**src/rtl/dat_pkg.sv**
```systemverilog
`default_nettype none
package dat_pkg;

  localparam int MAX_OUT = 16;
  localparam int FIRE_W  = 5;

  localparam logic [1:0] REQ_ADD  = 2'd0;
  localparam logic [1:0] REQ_DEL  = 2'd1;
  localparam logic [1:0] REQ_TICK = 2'd2;

  localparam logic [2:0] ST_ADDED     = 3'd0;
  localparam logic [2:0] ST_FULL      = 3'd1;
  localparam logic [2:0] ST_DELETED   = 3'd2;
  localparam logic [2:0] ST_NOT_FOUND = 3'd3;
  localparam logic [2:0] ST_FIRED     = 3'd4;
  localparam logic [2:0] ST_NONE_DUE  = 3'd5;

  typedef struct packed {
    logic [1:0]         req_type;
    logic [31:0]        due_time;
    logic signed [31:0] alarm_weight;
    logic [31:0]        current_time;
  } dat_req_t;

  typedef struct packed {
    logic [2:0]         status;
    logic [31:0]        fired_time;
    logic signed [31:0] fired_weight;
    logic               last;
  } dat_res_t;

  typedef struct packed {
    logic load;
    logic add;
    logic scan;
    logic finish;
  } dat_cmd_t;

  typedef struct packed {
    logic scan_done;
  } dat_sts_t;

endpackage
`default_nettype wire

```
**src/rtl/dat_ctrl.sv**
```systemverilog
`default_nettype none
module dat_ctrl (
  input  wire logic             clk,
  input  wire logic             rst_n,
  input  wire logic             start,
  input  wire logic [1:0]       req_type,
  input  wire dat_pkg::dat_sts_t sts,
  output dat_pkg::dat_cmd_t     cmd,
  output logic                  busy
);
  import dat_pkg::*;

  localparam logic [1:0] S_IDLE = 2'd0;
  localparam logic [1:0] S_ADD  = 2'd1;
  localparam logic [1:0] S_SCAN = 2'd2;
  localparam logic [1:0] S_FIN  = 2'd3;

  logic [1:0] state_r, state_nxt;

  always_comb begin
    state_nxt = state_r;
    cmd       = '0;
    unique case (state_r)
      S_IDLE: begin
        if (start) begin
          cmd.load = 1'b1;
          unique case (req_type)
            REQ_ADD:          state_nxt = S_ADD;
            REQ_DEL, REQ_TICK: state_nxt = S_SCAN;
            default:          state_nxt = S_IDLE;
          endcase
        end
      end
      S_ADD: begin
        cmd.add   = 1'b1;
        state_nxt = S_IDLE;
      end
      S_SCAN: begin
        cmd.scan = 1'b1;
        if (sts.scan_done) state_nxt = S_FIN;
      end
      S_FIN: begin
        cmd.finish = 1'b1;
        state_nxt  = S_IDLE;
      end
      default: state_nxt = S_IDLE;
    endcase
  end

  always_ff @(posedge clk) begin
    if (!rst_n) state_r <= S_IDLE;
    else        state_r <= state_nxt;
  end

  assign busy = (state_r != S_IDLE);

endmodule
`default_nettype wire

```
**src/rtl/dat_datapath.sv**
```systemverilog
`default_nettype none
module dat_datapath #(
  parameter int TABLE_DEPTH = 16
) (
  input  wire logic              clk,
  input  wire logic              rst_n,
  input  wire dat_pkg::dat_req_t in_req,
  input  wire dat_pkg::dat_cmd_t cmd,
  output dat_pkg::dat_sts_t      sts,
  output logic                   out_valid,
  output dat_pkg::dat_res_t      out_result
);
  import dat_pkg::*;

  localparam int CW = $clog2(TABLE_DEPTH + 1);
  localparam int AW = (TABLE_DEPTH > 1) ? $clog2(TABLE_DEPTH) : 1;

  logic [63:0] mem [TABLE_DEPTH];

  dat_req_t          req_r, req_nxt;
  logic [CW-1:0]     count_r, count_nxt;
  logic [CW-1:0]     rd_r, rd_nxt;
  logic [CW-1:0]     wr_r, wr_nxt;
  logic [FIRE_W-1:0] nfire_r, nfire_nxt;
  logic              found_r, found_nxt;
  logic              rvalid_r, rvalid_nxt;
  logic [63:0]       rdata_r;
  logic              pend_v_r, pend_v_nxt;
  logic [63:0]       pend_r, pend_nxt;
  logic              out_valid_r, out_valid_nxt;
  dat_res_t          out_res_r, out_res_nxt;

  logic              rd_en;
  logic              mem_we;
  logic [AW-1:0]     mem_waddr;
  logic [63:0]       mem_wdata;
  logic              is_tick;
  logic              hit;

  assign is_tick = (req_r.req_type == REQ_TICK);
  // tick removes due entries up to the output cap; delete removes first match only
  assign hit = is_tick
             ? ((rdata_r[63:32] <= req_r.current_time) && (nfire_r < FIRE_W'(MAX_OUT)))
             : (!found_r && (rdata_r[63:32] == req_r.due_time));

  assign sts.scan_done = (rd_r == count_r) && !rvalid_r;

  always_comb begin
    req_nxt       = req_r;
    count_nxt     = count_r;
    rd_nxt        = rd_r;
    wr_nxt        = wr_r;
    nfire_nxt     = nfire_r;
    found_nxt     = found_r;
    rvalid_nxt    = rvalid_r;
    pend_v_nxt    = pend_v_r;
    pend_nxt      = pend_r;
    out_valid_nxt = 1'b0;
    out_res_nxt   = out_res_r;
    rd_en         = 1'b0;
    mem_we        = 1'b0;
    mem_waddr     = wr_r[AW-1:0];
    mem_wdata     = rdata_r;

    if (cmd.load) begin
      req_nxt    = in_req;
      rd_nxt     = '0;
      wr_nxt     = '0;
      nfire_nxt  = '0;
      found_nxt  = 1'b0;
      rvalid_nxt = 1'b0;
      pend_v_nxt = 1'b0;
    end

    if (cmd.add) begin
      out_valid_nxt            = 1'b1;
      out_res_nxt.fired_time   = '0;
      out_res_nxt.fired_weight = '0;
      out_res_nxt.last         = 1'b1;
      if (count_r < CW'(TABLE_DEPTH)) begin
        mem_we             = 1'b1;
        mem_waddr          = count_r[AW-1:0];
        mem_wdata          = {req_r.due_time, req_r.alarm_weight};
        count_nxt          = count_r + CW'(1);
        out_res_nxt.status = ST_ADDED;
      end else begin
        out_res_nxt.status = ST_FULL;
      end
    end

    if (cmd.scan) begin
      rvalid_nxt = (rd_r < count_r);
      if (rd_r < count_r) begin
        rd_en  = 1'b1;
        rd_nxt = rd_r + CW'(1);
      end
      if (rvalid_r) begin
        if (hit) begin
          if (is_tick) begin
            if (pend_v_r) begin
              out_valid_nxt            = 1'b1;
              out_res_nxt.status       = ST_FIRED;
              out_res_nxt.fired_time   = pend_r[63:32];
              out_res_nxt.fired_weight = $signed(pend_r[31:0]);
              out_res_nxt.last         = 1'b0;
            end
            pend_v_nxt = 1'b1;
            pend_nxt   = rdata_r;
            nfire_nxt  = nfire_r + FIRE_W'(1);
          end else begin
            found_nxt = 1'b1;
          end
        end else begin
          // kept entry slides down into the gap
          mem_we = 1'b1;
          wr_nxt = wr_r + CW'(1);
        end
      end
    end

    if (cmd.finish) begin
      count_nxt                = wr_r;
      out_valid_nxt            = 1'b1;
      out_res_nxt.fired_time   = '0;
      out_res_nxt.fired_weight = '0;
      out_res_nxt.last         = 1'b1;
      if (is_tick) begin
        if (pend_v_r) begin
          out_res_nxt.status       = ST_FIRED;
          out_res_nxt.fired_time   = pend_r[63:32];
          out_res_nxt.fired_weight = $signed(pend_r[31:0]);
        end else begin
          out_res_nxt.status = ST_NONE_DUE;
        end
      end else begin
        out_res_nxt.status = found_r ? ST_DELETED : ST_NOT_FOUND;
      end
    end
  end

  always_ff @(posedge clk) begin
    if (mem_we) mem[mem_waddr] <= mem_wdata;
    if (rd_en)  rdata_r <= mem[rd_r[AW-1:0]];
  end

  always_ff @(posedge clk) begin
    if (!rst_n) begin
      count_r     <= '0;
      rvalid_r    <= 1'b0;
      pend_v_r    <= 1'b0;
      found_r     <= 1'b0;
      out_valid_r <= 1'b0;
      rd_r        <= '0;
      wr_r        <= '0;
      nfire_r     <= '0;
    end else begin
      count_r     <= count_nxt;
      rvalid_r    <= rvalid_nxt;
      pend_v_r    <= pend_v_nxt;
      found_r     <= found_nxt;
      out_valid_r <= out_valid_nxt;
      rd_r        <= rd_nxt;
      wr_r        <= wr_nxt;
      nfire_r     <= nfire_nxt;
    end
  end

  always_ff @(posedge clk) begin
    req_r     <= req_nxt;
    pend_r    <= pend_nxt;
    out_res_r <= out_res_nxt;
  end

  assign out_valid  = out_valid_r;
  assign out_result = out_res_r;

endmodule
`default_nettype wire

```
**src/rtl/due_alarm_table.sv**
```systemverilog
`default_nettype none
// Pending alarm table, up to TABLE_DEPTH entries of due time and weight in
// insertion order.
// Input: drive in_req and pulse start while busy is low; the item is taken
// at that edge. busy stays high until the request has finished.
// Output: each result shows on out_result for one cycle with out_valid high;
// there is no backpressure, the receiver must take it as it comes.
// Add: one result (added or full); busy is high only in the add state.
// Delete/tick: the table sits in a single-port-read RAM and is walked one
// entry per cycle, compacting in place. Fired alarms come out in table
// order during the walk, each held back until the next hit or the end of
// the walk so the final one can carry last; a tick with nothing due yields
// one none-due result.
// req_type 3 is taken and dropped with no result.
// Reset empties the table (count cleared, no RAM sweep) and drops any work.
module due_alarm_table #(
  parameter int TABLE_DEPTH = 16
) (
  input  wire logic              clk,
  input  wire logic              rst_n,
  input  wire logic              start,
  output logic                   busy,
  input  wire dat_pkg::dat_req_t in_req,
  output logic                   out_valid,
  output dat_pkg::dat_res_t      out_result
);
  import dat_pkg::*;

  dat_cmd_t cmd;
  dat_sts_t sts;

  dat_ctrl u_ctrl (
    .clk      (clk),
    .rst_n    (rst_n),
    .start    (start),
    .req_type (in_req.req_type),
    .sts      (sts),
    .cmd      (cmd),
    .busy     (busy)
  );

  dat_datapath #(.TABLE_DEPTH(TABLE_DEPTH)) u_datapath (
    .clk        (clk),
    .rst_n      (rst_n),
    .in_req     (in_req),
    .cmd        (cmd),
    .sts        (sts),
    .out_valid  (out_valid),
    .out_result (out_result)
  );

endmodule
`default_nettype wire

```
**config.mk**
```make
export PLATFORM = sky130hd
export DESIGN_NAME = due_alarm_table
export DESIGN_NICKNAME = d
export VERILOG_FILES = /design/src/rtl/dat_pkg.sv /design/src/rtl/dat_ctrl.sv /design/src/rtl/dat_datapath.sv /design/src/rtl/due_alarm_table.sv
export SDC_FILE = /design/constraint.sdc
export NUM_CORES = 1
export LEC_CHECK = 0
export BUFFER_PORTS_ARGS = -buffer_cell sky130_fd_sc_hd__buf_2
export CAP_MARGIN = 40
export CORE_ASPECT_RATIO = 0.9
export CORE_UTILIZATION = 66
export DETAILED_ROUTE_END_ITERATION = 12
export GPL_TIMING_DRIVEN = 0
export PLACE_DENSITY_LB_ADDON = 0.1
export SETUP_SLACK_MARGIN = 0.1
export SLEW_MARGIN = 10
export SYNTH_ARGS = -nofsm -noshare
export SYNTH_HDL_FRONTEND = slang
export SYNTH_HIERARCHICAL = 1
export SYNTH_SLANG_ARGS = --single-unit
```
**constraint.sdc**
```tcl
create_clock -name clk -period 12.3 [get_ports clk]
set_input_delay 1.845 -clock clk [delete_from_list [all_inputs] [get_ports clk]]
set_output_delay 1.845 -clock clk [all_outputs]
set_load 0.01 [all_outputs]
```
## Word-level counts from Yosys, hierarchy flattened

Memories as Yosys holds them, arrays and structs flattened. A register that Yosys moved wholly into a read port is not among the register bits.
Index checks and enable logic that the tools add are counted.

| operators by class | value |
|---|---|
| add/sub/neg operators | 4 |
| order comparisons | 4 |
| eq/ne operators | 10 |
| multiplexer cells | 70 |
| reductions and logical operators | 16 |

Operators with widths:

| cell | count |
|---|---|
| 68-bit 2-to-1 mux | 7 |
| 64-bit 2-to-1 mux | 4 |
| 5-bit 2-to-1 mux | 15 |
| 1-bit 2-to-1 mux | 37 |
| 32-bit == test | 1 |
| 32-bit less-or-equal comparator | 1 |
| 5-bit by 1-bit adder with 5-bit output, second input constant | 4 |
| 5-bit < comparator, second input constant | 2 |
| 2-bit == test, second input constant | 4 |
| 4-bit 2-to-1 mux | 2 |
| 2-bit nonzero test | 4 |
| 2-bit case mux with 3 select lines | 1 |
| 5-bit == test | 1 |
| 5-bit < comparator | 1 |
| 2-bit by 1-bit == test with 1-bit output, second input constant | 2 |
| 2-bit logical NOT | 2 |
| 2-bit 2-to-1 mux | 2 |
| 2-bit inequality test, second input constant | 2 |
| 2-bit case mux with 2 select lines | 1 |
| 2-bit AND reduction | 2 |
| 4-bit AND reduction | 1 |
| 2-bit OR reduction | 2 |
| 1-bit logical AND | 3 |
| 3-bit 2-to-1 mux | 1 |
| 1-bit logical NOT | 2 |

| storage, ports and cells | value |
|---|---|
| register bits after elaboration | 256 |
| bits in writable memories | 1024 |
| input bits | 101 |
| output and inout port bits | 70 |
| word-level logic and storage cells | 123 |
| memories | 1 |

Memory list:

| memory | depth | bits a word | read ports | clocked after memory_dff | write ports | RTL line | text |
|---|---|---|---|---|---|---|---|
| u_datapath.mem | 16 | 64 | 1 | 1 | 1 | dat_datapath.sv:18 | `logic [63:0] mem [TABLE_DEPTH];` |

## Logic depth before layout (Yosys ltp)

| depth | value |
|---|---|
| word-level depth | 9 |
| mapped depth | 12 |
| depth with buffers taken out | 9 |

## By module

The synthesis kept the hierarchy.

By module, submodules not included:

| module | instances | cells an instance | area each (um^2) | seq. area each (um^2) |
|---|---|---|---|---|
| dat_datapath | 1 | 2372 | 50729.9 | 39377.8 |
| dat_ctrl | 1 | 17 | 130.1 | 40.0 |

## Worst setup path after synthesis

OpenSTA, ideal clock, no wires.

| timing path | value |
|---|---|
| path type | register to register |
| start | register u_datapath.rdata_r[61], read port of u_datapath.mem |
| end | memory u_datapath.mem[2][0], enable pin |
| setup time | 0.486 ns |
| data arrival time | 5.105 ns |
| setup slack | 6.708 ns |
| stages on the path, launching flop included | 10 |
| buffers on the path | 1 |
| period minus slack after synthesis | 5.592 ns |
| cells stage by stage | edfxtp_1 > ha_1 > nand4_1 > or3_1 > or2_1 > a311oi_2 > o211a_1 > buf_2 > a31oi_1 > nor2_1 |

| between the ends | value |
|---|---|
| longest elaborated chain between the ends | 8 |

Ends and longest elaborated chain:

| what | RTL line | text |
|---|---|---|
| from (decl) | dat_datapath.sv:27 | `logic [63:0] rdata_r;` |
| 32-bit less-or-equal comparator / 32-bit == test (equally long branches) | dat_datapath.sv:43, dat_datapath.sv:44 |  |
| 1-bit logical AND, on equally long branches | dat_datapath.sv:43, dat_datapath.sv:44 |  |
| 1-bit 2-to-1 mux * | dat_datapath.sv:43 | `? ((rdata_r[63:32] <= req_r.current_time) && (nfire_r < FIRE_W'(MAX_OUT)))` |
| 1-bit 2-to-1 mux * | dat_datapath.sv:98 | `if (hit) begin` |
| 1-bit 2-to-1 mux * | dat_datapath.sv:97 | `if (rvalid_r) begin` |
| 1-bit 2-to-1 mux * | dat_datapath.sv:91 | `if (cmd.scan) begin` |
| 1-bit 2-to-1 mux * | dat_datapath.sv:142 | `if (mem_we) mem[mem_waddr] <= mem_wdata;` |
| 1-bit 2-to-1 mux (implied by the code) * | dat_datapath.sv:142 |  |
| to (decl) | dat_datapath.sv:18 |  |

Mark *: on every way between the ends. The rest lies on a longest branch, timed or not.

## Worst setup path after layout

| timing path | value |
|---|---|
| start | register u_datapath.rdata_r[63], read port of u_datapath.mem |
| end | memory u_datapath.mem[13][28], enable pin |

The elaborated chain is that of the path after synthesis.

==> run_results.csv <==
group,metric,value,unit
clocking,ctsHoldBuffers,0,
setup_path,startpoint,"u_datapath/rdata_r[63]",
pwr,power_density,158.8,nW/um^2
finish,most-common-layout-cells,"edfxtp_1 (1250), mux4_2 (320), nand2_1 (216), buf_2 (175), clkbuf_16 (135)",
drt,wl_per_cell,33.51,um
setup_path,crit_end,"u_datapath/mem[13][28]",
finish,drive_gt1_frac,0.2868,
place,hpwlAfterDp,80.70,mm
sta,finalSetupTns,0,ns
setup_path,end_kind,"flip-flop",
grt,track_usage,0.3472,
sta,period_minus_slack,4.902,ns
drt,dr.pass1.iters,6,
setup_path,start_kind,"flip-flop",
drt,ant_nets,0,
hold_path,hold_class,"reg -> reg",
setup_path,crit_arrival,5.31,ns
synth,synth_cell_type_count,57,
floorplanning,initial_core_util,0.6668,
sta,fin_crit_sh,0.3985,
outcome,status,"completed",
drt,post-route-drc-count,0,
synth,synth-seq-cells,1344,
pwr,static-leakage-power,0.01926,uW
synth,synth_warnings,6,
setup_path,rr_worst_depth,12,
setup_path,crit_type,"reg -> reg",
floorplanning,io_pins,171,
sta,hold_viol_final,0,
drt,first_iter_violations,3572,
sta,finalSetupViolations,0,
synth,synth_area,50860,um^2
setup_path,r2r_end,"u_datapath/mem[13][28]",
synth,synthesis.nets,2532,
floorplanning,row_count,96,
synth,yosys-top-cells-area,"edfxtp_1 (74%), mux4_2 (14%), dfxtp_1 (3.7%)",
floorplanning,die_x,294.6,um
clocking,clock_sinks,1344,
grt,overflow,0,
synth,yosys.area.top_type,"edfxtp_1",
sta,clock_skew,0.03406,ns
place,port_buffers,170,
floorplanning,fp.dieH,265.4,um
synth,syn_area_per_cell,21.29,um^2
synth,synth_top_area_frac,0.7380,
sta,slew-limit-headroom,0.3393,
finish,design_area,59270,um^2
clocking,cts_max_level,4,
clocking,cts_resized,0,
sta,rsz0062_at_grt,"false",
sta,drv_slew,0,
sta,fmax,204.0,MHz
synth,synth_ff_type,"edfxtp_1",
floorplanning,design.core.area,76270,um^2
grt,grt_max_degree,44,
drt,finalWirelength,132.0,mm
synth,async_flop_share,0,
grt,antenna_found_initial,8,
setup_path,timing.rr.start,"u_datapath/rdata_r[63]",
setup_path,rrSetupSlack,7.40,ns
clocking,clk_path_buf_depth,3,
setup_path,cp_max_fo,20,
synth,synth_edf_count,1250,
floorplanning,die_area,78180,um^2
drt,vias,27110,
clocking,cts_root_buf,"clkbuf_16",
flow_run,maxCapViolCount,0,
clocking,postCtsSetupBuffers,0,
clocking,cts_buffers,130,
sta,worst_pin_slew,0.9910,ns
synth,syn-instance-count,2389,
finish,area_delta_synth_final,16.53,%
clocking,clk_pin_slew,0.06,ns
synth,ys_seq_area_frac,0.7750,
place,place_congestion,0.7883,
finish,final_common_cell,"edfxtp_1",
clocking,clock_latency,0.74,ns
pwr,fin_total_pwr,9412,uW
clocking,cts_tree,"done",
grt,grt_pass1_wl,187.6,mm
place,placed_area,54980,um^2
pwr,ir_worst_vdd,0.1588,mV
setup_path,cp.required,12.71,ns
grt,grt_pass1_vias,27200,
finish,final_net_count,2943,
drt,drt-vias-per-instance,6.881,
==> critical path, stage by stage, from the launching register on <==
cell and delay, ns:
edfxtp_1 0.55, ha_1 0.39, nand4_1 0.12, or3_1 0.43, or2_1 0.29, a311oi_2 0.52, o211a_1 0.30, buf_2 0.25
a22oi_1 0.32, nor2_4 0.64, buf_12 0.28, buf_12 0.22, buf_12 0.21
==> registers in the layout, summed over array words and instances (netlist names) <==
signal                 count
u_datapath/out_valid       1
u_datapath/rd_r            5
u_datapath/pend_r         64
u_datapath/rdata_r        64
u_ctrl/state_r             2
u_datapath/nfire_r         5
u_datapath/req_r          98
u_datapath/out_result     68
u_datapath/wr_r            5
u_datapath/rvalid_r        1
u_datapath/pend_v_r        1
u_datapath/mem          1024
u_datapath/found_r         1
u_datapath/count_r         5
==> worst min-delay path by stage <==
stage | cells after the start | start | endpoint
2_1_floorplan | 0 | u_datapath/rdata_r[0] | u_datapath/pend_r[0]
3_3_place_gp | 0 | u_datapath/rdata_r[27] | u_datapath/pend_r[27]
3_5_place_dp | 0 | u_datapath/rdata_r[11] | u_datapath/pend_r[11]
4_1_cts | 0 | u_datapath/rdata_r[11] | u_datapath/pend_r[11]
5_1_grt | 0 | u_datapath/rdata_r[8] | u_datapath/pend_r[8]
6_report | 1 | u_datapath/out_result[13] | u_datapath/out_result[13]
==> Yosys cell counts, types with 19 or more instances <==
cell type	count
buf_1	25
dfxtp_1	94
ha_1	42
edfxtp_1	1250
a21oi_1	29
xnor2_1	32
nand4_1	19
nor2_1	37
a32o_1	64
clkbuf_1	76
nand2_1	216
inv_1	45
mux4_2	320
==> metrics by stage <==
| stage | setup WS (ns) | util | hold slack, ns | std cells |
|---|---|---|---|---|
| floorplan | 6.708 | - | 0.4262 | 2389 |
| detailed placement | 7.450 | 0.7209 | 0.4401 | 3691 |
| global route | 7.322 | 0.7770 | 0.4663 | 3937 |
| CTS | 7.411 | 0.7760 | 0.4576 | 3931 |
| finish | 7.398 | 0.7771 | 0.4635 | 3939 |
| global placement | 2.323 | 0.6948 | 0.4419 | 3588 |
==> report_power, final <==
group          internal [uW]  switching, uW
registers               5080           30.1
clock network           2240           1700
logic                    123            234
total                   7440           1970
==> layout make-up <==
type | count | area, um^2
multi-input combinational | 883 | 10900
clock buffer | 175 | 3638
inverter | 46 | 172.7
fill | 3789 | 17000
tap | 1029 | 1287
clock inverter | 65 | 568.0
timing repair buffer | 279 | 2754
sequential | 1344 | 39420
antenna | 2 | 5.005
buffer | 116 | 525.5
==> kinds of logic (layout without fill, tap and decap cells) <==
logic type,after synthesis,count (layout),share of synthesized area
AOI/OAI and AO/OA,140,140,0.02258
xor gates and xnor gates,35,35,0.006027
adders and majority gates,42,42,0.01033
buffers and inverters,162,681,0.01360
DFF,1344,1344,0.7750
muxes,324,324,0.1425
other,0,2,0
and+or+nand+nor,342,342,0.02994
==> layer usage <==
layer  part of all wire  global-route usage  vias to the layer above
met4              0.038              0.1374                        4
met3               0.11             0.06684                      333
li1                   -                   -                    10670
met2               0.50              0.5643                     2088
met1               0.35              0.4734                    14010
met5            0.00023                   0                        -
(Power assumes the default switching activity.)
